**src/rtl/signed_vector_angle_macros.svh**
```systemverilog
// ----------------------------------------------------------------------------
// Signed vector angle: assertion macros
// Implication checks that disappear when SYNTH is defined.
// ----------------------------------------------------------------------------
`ifndef SIGNED_VECTOR_ANGLE_MACROS_SVH
`define SIGNED_VECTOR_ANGLE_MACROS_SVH
`ifndef SYNTH
`define SVANG_ASSERT_IMP(lbl, clk, rst_n, ante, cons) \
    lbl: assert property (@(posedge clk) disable iff (!rst_n) (ante) |-> (cons)) \
        else $error("svang: same-cycle check failed");
`define SVANG_ASSERT_NXT(lbl, clk, rst_n, ante, cons) \
    lbl: assert property (@(posedge clk) disable iff (!rst_n) (ante) |=> (cons)) \
        else $error("svang: next-cycle check failed");
`else
`define SVANG_ASSERT_IMP(lbl, clk, rst_n, ante, cons)
`define SVANG_ASSERT_NXT(lbl, clk, rst_n, ante, cons)
`endif
`endif

```
**src/rtl/svang_pkg.sv**
```systemverilog
// ----------------------------------------------------------------------------
// Signed vector angle: package
// Widths, constants, arctangent table and inter-stage payload types.
// ----------------------------------------------------------------------------
`timescale 1ns / 1ps

package svang_pkg;

    localparam int COMPONENT_BITS = 16;
    localparam int CORDIC_STEPS   = 14;

    localparam int PROD_W      = 2 * COMPONENT_BITS;
    localparam int CROSS_W     = 2 * COMPONENT_BITS + 1;
    localparam int DOT_W       = 2 * COMPONENT_BITS + 2;
    localparam int MAG_W       = 2 * COMPONENT_BITS;
    localparam int SQ_W        = 4 * COMPONENT_BITS;
    localparam int ROOT_W      = 2 * COMPONENT_BITS;
    localparam int SQRT_STAGES = ROOT_W / 2;
    localparam int XY_W        = 2 * COMPONENT_BITS + 4;
    localparam int Z_W         = 24;
    localparam int ANGLE_W     = 15;
    localparam int FRAC_SHIFT  = 8;

    localparam logic signed [Z_W-1:0] PI_Q20    = Z_W'(3294199);
    localparam logic signed [Z_W-1:0] ROUND_Q20 = Z_W'(1 << (FRAC_SHIFT - 1));

    // atan(2^-i), Q3.20
    function automatic logic signed [Z_W-1:0] atan_q20(input int idx);
        logic signed [Z_W-1:0] v;
        case (idx)
            0:       v = Z_W'(823550);
            1:       v = Z_W'(486170);
            2:       v = Z_W'(256879);
            3:       v = Z_W'(130396);
            4:       v = Z_W'(65451);
            5:       v = Z_W'(32757);
            6:       v = Z_W'(16383);
            7:       v = Z_W'(8192);
            8:       v = Z_W'(4096);
            9:       v = Z_W'(2048);
            10:      v = Z_W'(1024);
            11:      v = Z_W'(512);
            12:      v = Z_W'(256);
            13:      v = Z_W'(128);
            14:      v = Z_W'(64);
            15:      v = Z_W'(32);
            16:      v = Z_W'(16);
            17:      v = Z_W'(8);
            18:      v = Z_W'(4);
            19:      v = Z_W'(2);
            20:      v = Z_W'(1);
            default: v = '0;
        endcase
        return v;
    endfunction

    typedef struct packed {
        logic signed [DOT_W-1:0] dot;
        logic                    cy_pos;
        logic [SQ_W-1:0]         sq;
    } t_geom;

    typedef struct packed {
        logic signed [DOT_W-1:0] dot;
        logic                    cy_pos;
        logic [ROOT_W-1:0]       mag;
    } t_polar;

endpackage

```
**src/rtl/svang_sqrt.sv**
```systemverilog
// ----------------------------------------------------------------------------
// Signed vector angle: pipelined integer square root
// Two result bits per stage, restoring, floor of the root.
// ----------------------------------------------------------------------------
`timescale 1ns / 1ps

module svang_sqrt import svang_pkg::*; (
    input  logic   i_clk,
    input  logic   i_rst_n,
    input  logic   i_valid,
    output logic   o_ready,
    input  t_geom  i_geom,
    output logic   o_valid,
    input  logic   i_ready,
    output t_polar o_polar
);

    localparam int NS = SQRT_STAGES;

    logic [NS-1:0]           r_vld;
    logic [NS-1:0]           en;
    logic [SQ_W:0]           r_v   [NS];
    logic [SQ_W:0]           r_r   [NS];
    logic signed [DOT_W-1:0] r_dot [NS];
    logic                    r_cy  [NS];

    always_comb begin
        en[NS-1] = !r_vld[NS-1] || i_ready;
        for (int k = NS - 2; k >= 0; k--) begin
            en[k] = !r_vld[k] || en[k+1];
        end
    end

    always_ff @(posedge i_clk) begin
        if (!i_rst_n) begin
            r_vld <= '0;
        end else begin
            if (en[0]) begin
                r_vld[0] <= i_valid;
            end
            for (int k = 1; k < NS; k++) begin
                if (en[k]) begin
                    r_vld[k] <= r_vld[k-1];
                end
            end
        end
    end

    always_ff @(posedge i_clk) begin
        if (en[0]) begin
            r_dot[0] <= i_geom.dot;
            r_cy[0]  <= i_geom.cy_pos;
        end
        for (int k = 1; k < NS; k++) begin
            if (en[k]) begin
                r_dot[k] <= r_dot[k-1];
                r_cy[k]  <= r_cy[k-1];
            end
        end
    end

    for (genvar s = 0; s < NS; s++) begin : g_stage
        logic [SQ_W:0] w_v;
        logic [SQ_W:0] w_r;
        logic [SQ_W:0] n_v;
        logic [SQ_W:0] n_r;

        if (s == 0) begin : g_first
            assign w_v = (SQ_W + 1)'(i_geom.sq);
            assign w_r = '0;
        end else begin : g_next
            assign w_v = r_v[s-1];
            assign w_r = r_r[s-1];
        end

        always_comb begin
            logic [SQ_W:0] b;
            n_v = w_v;
            n_r = w_r;
            for (int j = 0; j < 2; j++) begin
                b = (SQ_W + 1)'(1) << (2 * (ROOT_W - 1 - 2 * s - j));
                if (n_v >= n_r + b) begin
                    n_v = n_v - (n_r + b);
                    n_r = (n_r >> 1) + b;
                end else begin
                    n_r = n_r >> 1;
                end
            end
        end

        always_ff @(posedge i_clk) begin
            if (en[s]) begin
                r_v[s] <= n_v;
                r_r[s] <= n_r;
            end
        end
    end

    assign o_ready        = en[0];
    assign o_valid        = r_vld[NS-1];
    assign o_polar.dot    = r_dot[NS-1];
    assign o_polar.cy_pos = r_cy[NS-1];
    assign o_polar.mag    = r_r[NS-1][ROOT_W-1:0];

endmodule

```
**config.mk**
```make
export PLATFORM = sky130hd
export DESIGN_NAME = svang_sqrt
export DESIGN_NICKNAME = d
export VERILOG_FILES = /design/src/rtl/signed_vector_angle_macros.svh /design/src/rtl/svang_pkg.sv /design/src/rtl/svang_sqrt.sv
export SDC_FILE = /design/constraint.sdc
export NUM_CORES = 2
export LEC_CHECK = 0
export ABC_AREA = 0
export BUFFER_PORTS_ARGS = -buffer_cell sky130_fd_sc_hd__buf_2
export CAP_MARGIN = 30
export CORE_MARGIN = 10
export CORE_UTILIZATION = 45
export CTS_CLUSTER_DIAMETER = 80
export CTS_CLUSTER_SIZE = 10
export DETAILED_ROUTE_END_ITERATION = 10
export SLEW_MARGIN = 20
export SYNTH_ARGS = -nofsm -noshare
export SYNTH_HDL_FRONTEND = slang
export SYNTH_SLANG_ARGS = --single-unit
```
**constraint.sdc**
```tcl
create_clock -name i_clk -period 26.7 [get_ports i_clk]
set_input_delay 6.675 -clock i_clk [delete_from_list [all_inputs] [get_ports i_clk]]
set_output_delay 6.675 -clock i_clk [all_outputs]
set_load 0.005 [all_outputs]
```
## Word-level counts from Yosys, hierarchy flattened

Memories as Yosys holds them, arrays and structs flattened.
Index checks and enable logic that the tools add are counted.

| operators by class | value |
|---|---|
| reduce and logical (&&, ||, !) cells | 32 |
| multiplexer cells | 96 |
| add/subtract/negate cells | 94 |
| $lt $le $gt $ge | 32 |

Operators with widths:

| cell | count |
|---|---|
| two-way mux 65 bit | 63 |
| >= comparator 65 bit | 31 |
| subtractor 65 bit | 31 |
| adder 64 x 1 -> 65 bit, second input constant | 1 |
| adder 64 x 11 -> 65 bit, second input constant | 1 |
| adder 64 x 13 -> 65 bit, second input constant | 1 |
| adder 64 x 15 -> 65 bit, second input constant | 1 |
| adder 64 x 17 -> 65 bit, second input constant | 1 |
| adder 64 x 19 -> 65 bit, second input constant | 1 |
| adder 64 x 21 -> 65 bit, second input constant | 1 |
| adder 64 x 23 -> 65 bit, second input constant | 1 |
| adder 64 x 25 -> 65 bit, second input constant | 1 |
| adder 64 x 27 -> 65 bit, second input constant | 1 |
| adder 64 x 29 -> 65 bit, second input constant | 1 |
| adder 64 x 3 -> 65 bit, second input constant | 1 |
| adder 64 x 31 -> 65 bit, second input constant | 1 |
| adder 64 x 33 -> 65 bit, second input constant | 1 |
| adder 64 x 35 -> 65 bit, second input constant | 1 |
| adder 64 x 37 -> 65 bit, second input constant | 1 |
| adder 64 x 39 -> 65 bit, second input constant | 1 |
| adder 64 x 41 -> 65 bit, second input constant | 1 |
| adder 64 x 43 -> 65 bit, second input constant | 1 |
| adder 64 x 45 -> 65 bit, second input constant | 1 |
| adder 64 x 47 -> 65 bit, second input constant | 1 |
| 47 further kinds | 108 |

| word-level totals | value |
|---|---|
| register bits | 16 |
| memories | 4 |
| RAM bits | 2640 |
| input port bits | 103 |
| output and inout port bits | 69 |
| word-level logic and storage cells | 274 |

Memory list:

| memory | depth | bits a word | rd ports | clocked after Yosys merged registers in | wr ports | RTL line | RTL |
|---|---|---|---|---|---|---|---|
| r_r | 16 | 65 | 16 | 0 | 16 | svang_sqrt.sv:23 | `logic [SQ_W:0] r_r [NS];` |
| r_v | 16 | 65 | 15 | 0 | 16 | svang_sqrt.sv:22 | `logic [SQ_W:0] r_v [NS];` |
| r_dot | 16 | 34 | 16 | 0 | 16 | svang_sqrt.sv:24 | `logic signed [DOT_W-1:0] r_dot [NS];` |
| r_cy | 16 | 1 | 16 | 0 | 16 | svang_sqrt.sv:25 | `logic r_cy [NS];` |

## Depth between registers and ports, before layout

| logic depth | value |
|---|---|
| depth in word-level cells | 19 |
| depth in mapped cells | 32 |

## Least setup slack after synthesis

OpenSTA, ideal clock, no wires.

| path | value |
|---|---|
| path kind | input -> output |
| from | input port i_ready |
| to | output port o_ready |
| path buffers | 0 |
| stages | 10 |
| arrival time | 13.239 ns |
| setup slack | 6.786 ns |
| path through | nor2b_1 > and2_1 > inv_1 > nor2_1 > and2_1 > and3_1 > and3_1 > and3_1 > and3_1 > nand3_1 |

| on the way | value |
|---|---|
| longest elaborated chain between the ends | 16 |

RTL lines:

| element | RTL line | RTL |
|---|---|---|
| start, declared | svang_sqrt.sv:14 | `input logic i_ready,` |
| logical OR 1 bit | svang_sqrt.sv:28 | `en[NS-1] = !r_vld[NS-1] \|\| i_ready;` |
| logical OR 1 bit | svang_sqrt.sv:30 | `en[k] = !r_vld[k] \|\| en[k+1];` |
| net en[14] | svang_sqrt.sv:21 | `logic [NS-1:0] en;` |
| logical OR 1 bit (14 in a row) | svang_sqrt.sv:30 |  |
| end, declared | svang_sqrt.sv:11 | `output logic o_ready,` |

The timed path passes the listed nets, and every way through them passes these cells.

## Worst setup path in the final report

Ends and elaborated chain as after synthesis.

==> results.json <==
{
  "status": "complete, no violations",
  "cp.arrival_ns": 10.63,
  "cp-start-kind": "input pin",
  "max_freq_mhz": 57.78,
  "routedWlPerCell_um": 20.44,
  "drive_above_1_share": 0.07853,
  "nets": 10040,
  "clk_pin_slew_ns": 0.05,
  "final_area_um2": 112300,
  "skew_ns": 0.1164,
  "async_reset_ff_frac": 0,
  "synth-edff-count": 1807,
  "die_y_um": 497.0,
  "max_slew_margin": 0.2988,
  "drt-pass1-iter-count": 6,
  "grt.total_usage": 0.1969,
  "regArea_um2": 54580,
  "portBuffers": 171,
  "critPathSlowestCell": "and3_1",
  "cts_setup_buffers": 0,
  "ant_nets": 0,
  "syn_inst": 9192,
  "p_total_w": 0.01046,
  "powerDensity_nw_per_um2": 93.15,
  "grt_util_met3": 0.02369,
  "synth.distinct_cells": 124,
  "rsz0062_at_grt": "no",
  "multi_input_area_um2": 44720,
  "final_cell_mix": "1,807 x edfxtp_1, 716 x nor2_1, 690 x a21oi_1",
  "mostFrequentLayoutCell": "edfxtp_1",
  "cts_made_buffers": 208,
  "routed_wirelength_um": 254500,
  "fin_crit_ns": 17.31,
  "path_common_cell": "and3_1",
  "crit_type": "input pin to output pin",
  "hpwl_um": 200700,
  "areaGrowthSynthToFinish_pct": 9.683,
  "gr-usage-met1": 0.2562,
  "synth_seq_cells": 1823,
  "start_util": 0.4513,
  "drv_slew": 0,
  "hold_path.class": "flop to flop",
  "clk_latency_ns": 0.89,
  "crit_path_end_kind": "output pin",
  "synth_ff_type": "edfxtp_1",
  "grt_antenna_before_repair": 2,
  "cts_resized": 0,
  "min_period_over_period": 0.6481,
  "gp_congestion": 0.9213,
  "clockBufferDepth": 3,
  "grt-ovfl-total": 0,
  "drt-initial-drc-count": 5103,
  "r2r_cells": 26,
  "clock_sinks": 1823,
  "yosys_warnings": 0,
  "cts-root-buf": "clkbuf_16",
  "vias": 70920,
  "grt_pass1_wl_um": 392800,
  "met2_usage": 0.3442,
  "crit_chain": "buf_2 -> nor2b_1 -> and2_1 -> inv_4 -> nor2_1 -> and2_1 -> and3_1 -> and3_1 -> and3_1 -> and3_1 -> nand3_4 -> buf_2",
  "fp.coreArea_um2": 226800,
  "grt_pass1_vias": 69050,
  "drcViolationCount": 0,
  "cap_violations": 0,
  "ctsHoldBuffers": 0,
  "dieArea_um2": 247000,
  "worstHoldPathCells": 0,
  "grt_busiest_layer": "met2",
  "viasPerCell": 5.697,
  "dpl_cell_area_um2": 106300,
  "cts_tree": "built",
  "hold_ws_ns": 0.3688,
  "std_cell_rows": 175,
  "required_ns": 20.02,
  "critPathMaxFanout": 59,
  "p_leak_nw": 44.50,
  "cpPeakStageDelay_ns": 0.42,
  "io_pins": 172,
  "die_w_um": 497.0,
  "ir_worst_vdd_v": 0.00005763,
  "grt_max_degree": 83,
  "worst_slew_pin_slew_ns": 1.044,
  "mappedNetlistArea_um2": 102400,
  "nFillCells": 20210,
  "hold_viol_final": 0,
  "synth-seq-area-share": 0.5332,
  "syn_area_per_cell_um2": 11.14,
  "setup_tns_ns": 0,
  "htree_levels": 4,
  "synthesis.nets": 9867,
  "setup_viol": 0
}
==> cell type report <==
type,count,area share
sequential,1823,0.4861
multi-input combinational,6597,0.3983
clock buffer,249,0.04792
tap,3009,0.03353
inverter,509,0.01726
timing repair buffer,229,0.01188
clock inverter,29,0.004914
antenna,2,0.00004457
==> through the flow <==
| stage | util | setup WS, ns | instances |
|---|---|---|---|
| CTS | 0.4945 | 9.310 | 12440 |
| global route | 0.4950 | 9.015 | 12450 |
| detailed placement | 0.4684 | 9.338 | 12160 |
| floorplan | - | 6.786 | 9192 |
| finish | 0.4950 | 9.394 | 12450 |
| global placement | 0.4684 | 9.352 | 12160 |
==> final timing paths <==
| check | from | endpoint | slack [ns] |
|---|---|---|---|
| hold / removal | r_dot[1][189]$_DFFE_PP_ | r_dot[1][223]$_DFFE_PP_ | 0.37 |
| setup reg to reg | r_r[1][400]$_DFFE_PP_ | r_r[1][455]$_DFFE_PP_ | 17.78 |
| hold reg to reg | r_dot[1][189]$_DFFE_PP_ | r_dot[1][223]$_DFFE_PP_ | 0.37 |
| setup / recovery | i_ready | o_ready | 9.39 |
==> registers in the layout, indices dropped and copies added (netlist names) <==
register  cells
r_vld        16
r_dot       544
r_v         975
r_cy         16
r_r         272
==> critical path, delay by kind of cell <==
| family | cells | cell delay [ns] |
|---|---|---|
| AND/OR/NAND/NOR | 9 | 3.21 |
| buffers and inverters | 3 | 0.72 |
==> kinds of logic (layout without fill, tap and decap cells) <==
kind of cell,after synthesis,count (layout),synth area share
AND/OR/NAND/NOR,2999,2999,0.1511
other,0,2,0
XOR/XNOR,857,857,0.07358
buffers and inverters,772,1016,0.03084
adder cells (fa/ha/maj),572,572,0.06991
multiplexers,117,117,0.01296
AO/OA/AOI/OAI,2052,2052,0.1284
flip-flops,1823,1823,0.5332
==> where the power goes <==
part / internal, W / switching (W) / total [W]
Clock: 0.00143 / 0.00108 / 0.00251
Sequential: 0.00379 / 0.000488 / 0.00428
Combinational: 0.00148 / 0.00219 / 0.00367
==> synthesized netlist by cell type (32+ instances only) <==
library cell | instances | share of area
a211oi_1 | 56 | 0.0041
a21boi_0 | 36 | 0.0026
a21o_1 | 255 | 0.019
a21oi_1 | 690 | 0.034
a31oi_1 | 63 | 0.0039
and2_1 | 60 | 0.0037
and3_1 | 86 | 0.0053
and4_1 | 32 | 0.0027
buf_4 | 35 | 0.0026
clkbuf_1 | 163 | 0.0060
edfxtp_1 | 1807 | 0.53
ha_1 | 572 | 0.070
inv_1 | 496 | 0.018
mux2_2 | 85 | 0.0094
nand2_1 | 667 | 0.024
nand2b_1 | 103 | 0.0063
nand3_1 | 217 | 0.011
nand4_1 | 180 | 0.011
nor2_1 | 716 | 0.026
nor2b_1 | 100 | 0.0061
nor3_1 | 241 | 0.012
nor3b_1 | 32 | 0.0023
nor4_1 | 213 | 0.013
o211ai_1 | 37 | 0.0027
o21a_1 | 94 | 0.0069
o21ai_0 | 401 | 0.020
o21bai_1 | 85 | 0.0062
o31ai_1 | 57 | 0.0042
or2_2 | 50 | 0.0031
or3_1 | 84 | 0.0051
or4_1 | 54 | 0.0040
xnor2_1 | 532 | 0.046
xor2_1 | 323 | 0.028
==> per-layer routing <==
metal / share of wire / vias up
met3: 0.044 / 370
met5: 0 / -
li1: - / 34700
met2: 0.49 / 1855
met1: 0.43 / 33990
met4: 0.027 / 0
Power figures use the tool's default switching activity.
