**src/rtl/signed_vector_angle_macros.svh**
```systemverilog
// ----------------------------------------------------------------------------
// Signed vector angle: assertion macros
// Implication checks that disappear when SYNTH is defined.
// ----------------------------------------------------------------------------
`ifndef SIGNED_VECTOR_ANGLE_MACROS_SVH
`define SIGNED_VECTOR_ANGLE_MACROS_SVH
`ifndef SYNTH
`define SVANG_ASSERT_IMP(lbl, clk, rst_n, ante, cons) \
    lbl: assert property (@(posedge clk) disable iff (!rst_n) (ante) |-> (cons)) \
        else $error("svang: same-cycle check failed");
`define SVANG_ASSERT_NXT(lbl, clk, rst_n, ante, cons) \
    lbl: assert property (@(posedge clk) disable iff (!rst_n) (ante) |=> (cons)) \
        else $error("svang: next-cycle check failed");
`else
`define SVANG_ASSERT_IMP(lbl, clk, rst_n, ante, cons)
`define SVANG_ASSERT_NXT(lbl, clk, rst_n, ante, cons)
`endif
`endif

```
**src/rtl/svang_pkg.sv**
```systemverilog
// ----------------------------------------------------------------------------
// Signed vector angle: package
// Widths, constants, arctangent table and inter-stage payload types.
// ----------------------------------------------------------------------------
`timescale 1ns / 1ps

package svang_pkg;

    localparam int COMPONENT_BITS = 16;
    localparam int CORDIC_STEPS   = 14;

    localparam int PROD_W      = 2 * COMPONENT_BITS;
    localparam int CROSS_W     = 2 * COMPONENT_BITS + 1;
    localparam int DOT_W       = 2 * COMPONENT_BITS + 2;
    localparam int MAG_W       = 2 * COMPONENT_BITS;
    localparam int SQ_W        = 4 * COMPONENT_BITS;
    localparam int ROOT_W      = 2 * COMPONENT_BITS;
    localparam int SQRT_STAGES = ROOT_W / 2;
    localparam int XY_W        = 2 * COMPONENT_BITS + 4;
    localparam int Z_W         = 24;
    localparam int ANGLE_W     = 15;
    localparam int FRAC_SHIFT  = 8;

    localparam logic signed [Z_W-1:0] PI_Q20    = Z_W'(3294199);
    localparam logic signed [Z_W-1:0] ROUND_Q20 = Z_W'(1 << (FRAC_SHIFT - 1));

    // atan(2^-i), Q3.20
    function automatic logic signed [Z_W-1:0] atan_q20(input int idx);
        logic signed [Z_W-1:0] v;
        case (idx)
            0:       v = Z_W'(823550);
            1:       v = Z_W'(486170);
            2:       v = Z_W'(256879);
            3:       v = Z_W'(130396);
            4:       v = Z_W'(65451);
            5:       v = Z_W'(32757);
            6:       v = Z_W'(16383);
            7:       v = Z_W'(8192);
            8:       v = Z_W'(4096);
            9:       v = Z_W'(2048);
            10:      v = Z_W'(1024);
            11:      v = Z_W'(512);
            12:      v = Z_W'(256);
            13:      v = Z_W'(128);
            14:      v = Z_W'(64);
            15:      v = Z_W'(32);
            16:      v = Z_W'(16);
            17:      v = Z_W'(8);
            18:      v = Z_W'(4);
            19:      v = Z_W'(2);
            20:      v = Z_W'(1);
            default: v = '0;
        endcase
        return v;
    endfunction

    typedef struct packed {
        logic signed [DOT_W-1:0] dot;
        logic                    cy_pos;
        logic [SQ_W-1:0]         sq;
    } t_geom;

    typedef struct packed {
        logic signed [DOT_W-1:0] dot;
        logic                    cy_pos;
        logic [ROOT_W-1:0]       mag;
    } t_polar;

endpackage

```
**src/rtl/svang_cordic.sv**
```systemverilog
// ----------------------------------------------------------------------------
// Signed vector angle: vectoring CORDIC and output stage
// One rotation per stage, then quadrant fix and clamp, then rounding and sign.
// ----------------------------------------------------------------------------
`timescale 1ns / 1ps
`include "signed_vector_angle_macros.svh"

module svang_cordic import svang_pkg::*; (
    input  logic                      i_clk,
    input  logic                      i_rst_n,
    input  logic                      i_valid,
    output logic                      o_ready,
    input  t_polar                    i_polar,
    output logic                      o_valid,
    input  logic                      i_ready,
    output logic signed [ANGLE_W-1:0] o_angle
);

    localparam int CS = CORDIC_STEPS;
    localparam int NS = CORDIC_STEPS + 2;

    logic [NS-1:0]            r_vld;
    logic [NS-1:0]            en;
    logic signed [XY_W-1:0]   r_x    [CS];
    logic signed [XY_W-1:0]   r_y    [CS];
    logic signed [Z_W-1:0]    r_z    [CS];
    logic                     r_neg  [CS];
    logic                     r_zero [CS];
    logic                     r_cy   [NS];
    logic signed [Z_W-1:0]    r_zc;
    logic signed [ANGLE_W-1:0] r_angle;

    logic signed [XY_W-1:0]   w_dext;
    logic signed [Z_W-1:0]    n_zq;
    logic signed [Z_W-1:0]    n_zc;
    logic signed [Z_W-1:0]    n_rnd;

    always_comb begin
        en[NS-1] = !r_vld[NS-1] || i_ready;
        for (int k = NS - 2; k >= 0; k--) begin
            en[k] = !r_vld[k] || en[k+1];
        end
    end

    always_ff @(posedge i_clk) begin
        if (!i_rst_n) begin
            r_vld <= '0;
        end else begin
            if (en[0]) begin
                r_vld[0] <= i_valid;
            end
            for (int k = 1; k < NS; k++) begin
                if (en[k]) begin
                    r_vld[k] <= r_vld[k-1];
                end
            end
        end
    end

    always_ff @(posedge i_clk) begin
        if (en[0]) begin
            r_neg[0]  <= (i_polar.dot < 0);
            r_zero[0] <= (i_polar.mag == '0);
            r_cy[0]   <= i_polar.cy_pos;
        end
        for (int k = 1; k < CS; k++) begin
            if (en[k]) begin
                r_neg[k]  <= r_neg[k-1];
                r_zero[k] <= r_zero[k-1];
            end
        end
        for (int k = 1; k < NS; k++) begin
            if (en[k]) begin
                r_cy[k]   <= r_cy[k-1];
            end
        end
    end

    assign w_dext = XY_W'(i_polar.dot);

    for (genvar i = 0; i < CS; i++) begin : g_iter
        logic signed [XY_W-1:0] w_x, w_y, n_x, n_y;
        logic signed [Z_W-1:0]  w_z, n_z;

        if (i == 0) begin : g_first
            assign w_x = (w_dext < 0) ? -w_dext : w_dext;
            assign w_y = XY_W'(i_polar.mag);
            assign w_z = '0;
        end else begin : g_next
            assign w_x = r_x[i-1];
            assign w_y = r_y[i-1];
            assign w_z = r_z[i-1];
        end

        always_comb begin
            if (w_y > 0) begin
                n_x = w_x + (w_y >>> i);
                n_y = w_y - (w_x >>> i);
                n_z = w_z + atan_q20(i);
            end else begin
                n_x = w_x - (w_y >>> i);
                n_y = w_y + (w_x >>> i);
                n_z = w_z - atan_q20(i);
            end
        end

        always_ff @(posedge i_clk) begin
            if (en[i]) begin
                r_x[i] <= n_x;
                r_y[i] <= n_y;
                r_z[i] <= n_z;
            end
        end
    end

    // quadrant fix and clamp to [0, pi]; 0 or pi when the cross product is zero
    always_comb begin
        n_zq = r_neg[CS-1] ? (PI_Q20 - r_z[CS-1]) : r_z[CS-1];
        if (r_zero[CS-1]) begin
            n_zc = r_neg[CS-1] ? PI_Q20 : '0;
        end else if (n_zq < 0) begin
            n_zc = '0;
        end else if (n_zq > PI_Q20) begin
            n_zc = PI_Q20;
        end else begin
            n_zc = n_zq;
        end
    end

    always_ff @(posedge i_clk) begin
        if (en[CS]) begin
            r_zc <= n_zc;
        end
    end

    assign n_rnd = (r_zc + ROUND_Q20) >>> FRAC_SHIFT;

    always_ff @(posedge i_clk) begin
        if (en[CS+1]) begin
            r_angle <= r_cy[CS] ? -n_rnd[ANGLE_W-1:0] : n_rnd[ANGLE_W-1:0];
        end
    end

    assign o_ready = en[0];
    assign o_valid = r_vld[NS-1];
    assign o_angle = r_angle;

    `SVANG_ASSERT_IMP(a_angle_range, i_clk, i_rst_n, o_valid, (r_angle <= 15'sd12868) && (r_angle >= -15'sd12868))
    `SVANG_ASSERT_IMP(a_angle_sign, i_clk, i_rst_n, o_valid && r_cy[NS-1], r_angle <= 0)
    `SVANG_ASSERT_IMP(a_clamp_range, i_clk, i_rst_n, r_vld[CS], (r_zc >= 0) && (r_zc <= PI_Q20))

endmodule

```
**config.mk**
```make
export PLATFORM = sky130hd
export DESIGN_NAME = svang_cordic
export DESIGN_NICKNAME = d
export VERILOG_FILES = /design/src/rtl/svang_pkg.sv /design/src/rtl/svang_cordic.sv
export VERILOG_INCLUDE_DIRS = /design/src /design/src/rtl
export SDC_FILE = /design/constraint.sdc
export NUM_CORES = 2
export LEC_CHECK = 0
export BUFFER_PORTS_ARGS = -buffer_cell sky130_fd_sc_hd__buf_2
export CORE_AREA = 2 2 421 736
export DETAILED_ROUTE_END_ITERATION = 8
export DIE_AREA = 0 0 423 738
export SLEW_MARGIN = 20
export SYNTH_ARGS = -nofsm -noshare
export SYNTH_HDL_FRONTEND = slang
export SYNTH_SLANG_ARGS = --single-unit
```
**constraint.sdc**
```tcl
create_clock -name i_clk -period 6.1 [get_ports i_clk]
set_input_delay 0.61 -clock i_clk [delete_from_list [all_inputs] [get_ports i_clk]]
set_output_delay 0.61 -clock i_clk [all_outputs]
set_load 0.02 [all_outputs]
```
Word level (Yosys, flattened, before mapping) --
Memory sizes are Yosys's and may differ from the RTL's. Cells that the tools add are included.
Storage, ports and cells: flip-flop bits (word level) 54, bits in latches 0, bits in writable memories 1388, memory bits (read-only) 0, input port bits 71, output and inout port bits 17, word-level logic and storage cells 241, memories 6
Cells by class: add/sub/neg operators 85, $mul 0, div/mod/pow operators 0, $lt $le $gt $ge 18, equality and inequality tests 0, shift operators 0, mux-type cells 81, bitwise gates (word level) 0, reduce and logical (&&, ||, !) cells 33
Memory list:
- r_x | depth 14, bits a word 36, rd ports 13, clocked after memory_dff 0, wr ports 14, line svang_cordic.sv:24 | logic signed [XY_W-1:0] r_x [CS];
- r_y | depth 14, bits a word 36, rd ports 13, clocked after memory_dff 0, wr ports 14, line svang_cordic.sv:25 | logic signed [XY_W-1:0] r_y [CS];
- r_z | depth 14, bits a word 24, rd ports 14, clocked after memory_dff 0, wr ports 14, line svang_cordic.sv:26 | logic signed [Z_W-1:0] r_z [CS];
- r_cy | depth 16, bits a word 1, rd ports 15, clocked after memory_dff 0, wr ports 16, line svang_cordic.sv:29 | logic r_cy [NS];
- r_neg | depth 14, bits a word 1, rd ports 14, clocked after memory_dff 0, wr ports 14, line svang_cordic.sv:27 | logic r_neg [CS];
- r_zero | depth 14, bits a word 1, rd ports 14, clocked after memory_dff 0, wr ports 14, line svang_cordic.sv:28 | logic r_zero [CS];
Operator list (count):
- $mux W36 | 29
- $gt A36 B1 Y1 const B | 13
- $mux W24 | 15
- $sub A36 B33 Y36 | 3
- $add A36 B23 Y36 | 2
- $add A36 B24 Y36 | 2
- $add A36 B25 Y36 | 2
- $add A36 B26 Y36 | 2
- $add A36 B27 Y36 | 2
- $add A36 B28 Y36 | 2
- $add A36 B29 Y36 | 2
- $add A36 B30 Y36 | 2
- $add A36 B31 Y36 | 2
- $add A36 B32 Y36 | 2
- $add A36 B33 Y36 | 2
- $add A36 B34 Y36 | 2
- $add A36 B35 Y36 | 2
- $sub A36 B23 Y36 | 2
- $sub A36 B24 Y36 | 2
- $sub A36 B25 Y36 | 2
- $sub A36 B26 Y36 | 2
- $sub A36 B27 Y36 | 2
- $sub A36 B28 Y36 | 2
- $sub A36 B29 Y36 | 2
- other kinds (46) | 117

Longest topological paths before layout --
word-level depth 19, gate-level depth with buffers 26, gate-level depth less buffers 23

Worst setup path before layout --
No wires, ideal clock.
path type register -> register, from memory r_y[0][78] (netlist bit), to memory r_x[0][136] (netlist bit) (data pin), library setup time 0.255 ns, arrival time 5.995 ns, required time 5.845 ns, slack -0.150 ns, cell stages (with the launch flop) 25, path buffers 2, period minus slack after synthesis 6.250 ns, cells stage by stage edfxtp_1 -> or4_1 -> nor3_2 -> and3_1 -> and3b_1 -> nand2_1 -> or4_1 -> or4_4 -> nor2b_1 -> buf_2 -> buf_6 -> o41ai_1 -> xor2_1 -> ha_1 -> and4_1 -> nand4_1 -> or3_1 -> a31oi_1 -> o211a_1 -> nor2_1 -> o21a_1 -> a31oi_1 -> nor3_1 -> or4b_2 -> and3_1
RTL lines (line):
- start, declared | svang_cordic.sv:25
- end, declared | svang_cordic.sv:24

==> key figures <==
CTS
  – CTS sink count: 1276
  – H-tree levels: 4
  – Clock transition at path regs: about 0.06 ns
  – CTS tree: done
  – Clk buf depth: 4
  – CTS buffer count: 148
  – Clock Latency Late Sink: around 0.86 ns
  – Root buffer cell: clkbuf_16

Yosys
  – Syn nets: 12520
  – Post-synthesis cell type count: 88
  – Synth Flop Type: edfxtp_1
  – Seq/Total Area, Yosys: 0.3579
  – Async set-reset flop share out of synthesis: 0
  – Syn avg cell area: approximately 9.5 um2
  – Cells after Synth: around 11000
  – Synth warn: 0
  – Cell area after synthesis: 106600 um2
  – Seq cells post-synth: ~1300
  – Number of synthesized flops with an enable pin: 1260

Run
  – Max-Cap Viols: 0

Outcome
  – Outcome: complete, but fails checks
  – Violated checks: negative setup slack

STA
  – RSZ-0062 raised after global routing: true
  – Final Max Slew Viols: 0
  – Slew headroom: 0.1984
  – Final Cycle Share: 1.020
  – Tightest Pin Transition: 1.191 ns
  – Endpoints failing hold: 0
  – Final Critical Period: 6.224 ns
  – Setup Skew: 0.09037 ns
  – Worst setup margin: -0.1237 ns
  – Final setup fails: 7
  – Max Freq: 160.7 MHz

Floorplanning
  – Initial Utilization: 0.3481
  – Die X: 423 um
  – Die ar.: 312200 um2
  – Core region area: 306300 um2
  – Row count: 269
  – IO Pins: 88
  – Die height: 738 um

Worst setup path
  – R2r worst-path depth: 23
  – Worst Path Required: between 6 and 7 ns
  – Most used cell, CP: or4_4
  – Crit. path cell count: 23
  – Crit path buf inv count: 1
  – Slowest CP cell: or4_4
  – CP delay by family, top: simple AND/OR/NAND/NOR gates
  – Setup CP Type: reg2reg
  – Arrival @ worst endpoint: 6.82 ns
  – Crit path largest cell delay: around 0.58 ns
  – Startpoint types: register
  – Worst setup EP type: register
  – CP Cell Sequence: or4_4, nor3_4, and3_4, and3b_1, nand2_2, buf_6, or4_4, or4_4, nor2b_4, o41ai_2, xor2_1, ha_1, and4_4, nand4_1, or3_4, a31oi_4, o211a_1, nor2_2, o21a_1, a31oi_4, nor3_4, or4b_4, and3_1
  – Max Fanout on Critical Path: 5

Placement
  – Final Wtd Congestion: 1.074
  – Placed Instances: roughly 17000
  – IO Port Bufs: 87
  – Post-DP Area: 124200 um2
  – Post-DP HPWL: 296700 um

Cells and area
  – Post-layout nets: 14280
  – Layout cell share with drive strength beyond 1: 0.1803
  – Final Non-Filler Cells: 17210
  – Syn-to-layout area delta: 22.51%
  – Final Cell Area: 130600 um2
  – Final Core Density: 0.4264

Global route
  – First-pass GRT wire length: 527400 um
  – All-Layer GR Usage: 0.2227
  – Remaining Overflow, GRT: 0
  – Vias in the first global route: 93970
  – Largest net degree at the start of global routing: 99
  – Initial antenna violation count: 13
  – GR Util met1: 0.1422
  – Gr busiest metal: met2
  – GR Layer Usage met2: 0.4608
  – Met3 Usage GRT: 0.03586

Route
  – DR pass1 iterations: 5
  – DR vias/cell: 5.301
  – # DRC: 0
  – Post-route ant nets: 0
  – Drt total wl: roughly 360000 um
  – WL per Instance: 20.76 um
  – Initial drt markers: 3683
  – Routed via count: 91230

Worst hold path
  – WHS Path Cells: 3
  – Worst hold-check path type: in2reg
==> sequential cells by signal (all words and copies together) (netlist names) <==
name and flops:
r_zc 16, r_x 420, r_z 300, r_neg 14
r_y 467, r_cy 15, r_zero 13, o_angle 15
r_vld 16
==> timing repair <==
item,4_1_cts,5_1_grt
gates resized for setup,90,226
setup buffers,34,50
setup endpoints to repair,102,178
pin swaps,16,107
endpoints found under the hold margin,2,0
gates cloned,1,0
hold buffers,2,0
==> worst paths after layout <==
path,slack (ns),from,end
setup reg to reg,-0.12,r_y[0][80],r_x[0][136]
setup / recovery,-0.12,r_y[0][80],r_x[0][136]
hold / removal,0.15,i_ready,r_vld[15]
hold reg to reg,0.40,r_neg[1][1],r_neg[1][2]
==> routing by layer <==
| metal | share of wire | wire length, um |
|---|---|---|
| met5 | 0.00028 | 101 |
| met4 | 0.15 | 52670 |
| met3 | 0.033 | 11740 |
| met2 | 0.56 | 201400 |
| met1 | 0.26 | 91310 |
==> synthesized netlist by cell type, types with 191 or more instances <==
library cell  instances  area share
edfxtp_1           1260        0.35
ha_1               1131        0.13
a21oi_1            1068       0.050
xnor2_1            1064       0.087
nor2_1              932       0.033
o21ai_0             728       0.034
nand2_1             682       0.024
xor2_1              568       0.047
inv_1               521       0.018
a21o_1              429       0.030
nor3_1              254       0.012
nand3_1             191      0.0090
==> metrics by stage <==
step / setup TNS, ns / setup WS (ns) / hold slack (ns)
3_3_place_gp: -17.57 / -0.6219 / 0.4003
3_5_place_dp: -20.12 / -0.6272 / 0.4045
5_1_grt: -3.470 / -0.3095 / 0.1449
2_1_floorplan: -0.1121 / -0.1039 / 0.4003
4_1_cts: -0.2893 / -0.1203 / 0.08349
6_report: -0.4825 / -0.1237 / 0.1510
==> worst min-delay path: cells and delay by family <==
kind                   cells  cell delay, ns
AOI/OAI and AO/OA          1            0.19
buffers and inverters      1            0.08
and+or+nand+nor            1            0.08
==> cell families (layout without fill, tap and decap cells) <==
kind of cell | after synthesis | in the layout | synth area share
buffers and inverters | 733 | 2594 | 0.02612
AO/OA/AOI/OAI | 3389 | 3389 | 0.2005
adder cells (fa/ha/maj) | 1168 | 1168 | 0.1397
other | 1 | 7 | 0.00003518
multiplexers | 37 | 37 | 0.003580
flip-flops | 1276 | 1276 | 0.3579
AND/OR/NAND/NOR | 3041 | 3042 | 0.1381
XOR/XNOR | 1632 | 1632 | 0.1341
==> final cells by class <==
cell class	count	area, um2
antenna	6	15.01
clock buffer	175	3805
clock inverter	77	760.7
fill	30140	175700
inverter	534	2036
multi-input combinational	9269	67010
sequential	1276	38160
tap	4065	5086
timing repair buffer	1808	13740
==> placed cells by master (no fill, tap or decap), types with 172 or more instances in the layout <==
cell | Yosys | layout
xor2_1 | 568 | 567
a21o_1 | 429 | 428
a21oi_1 | 1068 | 1029
nor2_1 | 932 | 914
ha_1 | 1131 | 1127
o21bai_1 | 173 | 172
nor3_1 | 254 | 238
inv_1 | 521 | 510
xnor2_1 | 1064 | 1062
edfxtp_1 | 1260 | 1260
o21ai_0 | 728 | 686
buf_4 | 2 | 1673
nand2_1 | 682 | 670
nand3_1 | 191 | 190
Power is left out: the tool's default activity adds up to more than one toggle a clock period on the data nets, which glitch-free logic cannot reach.
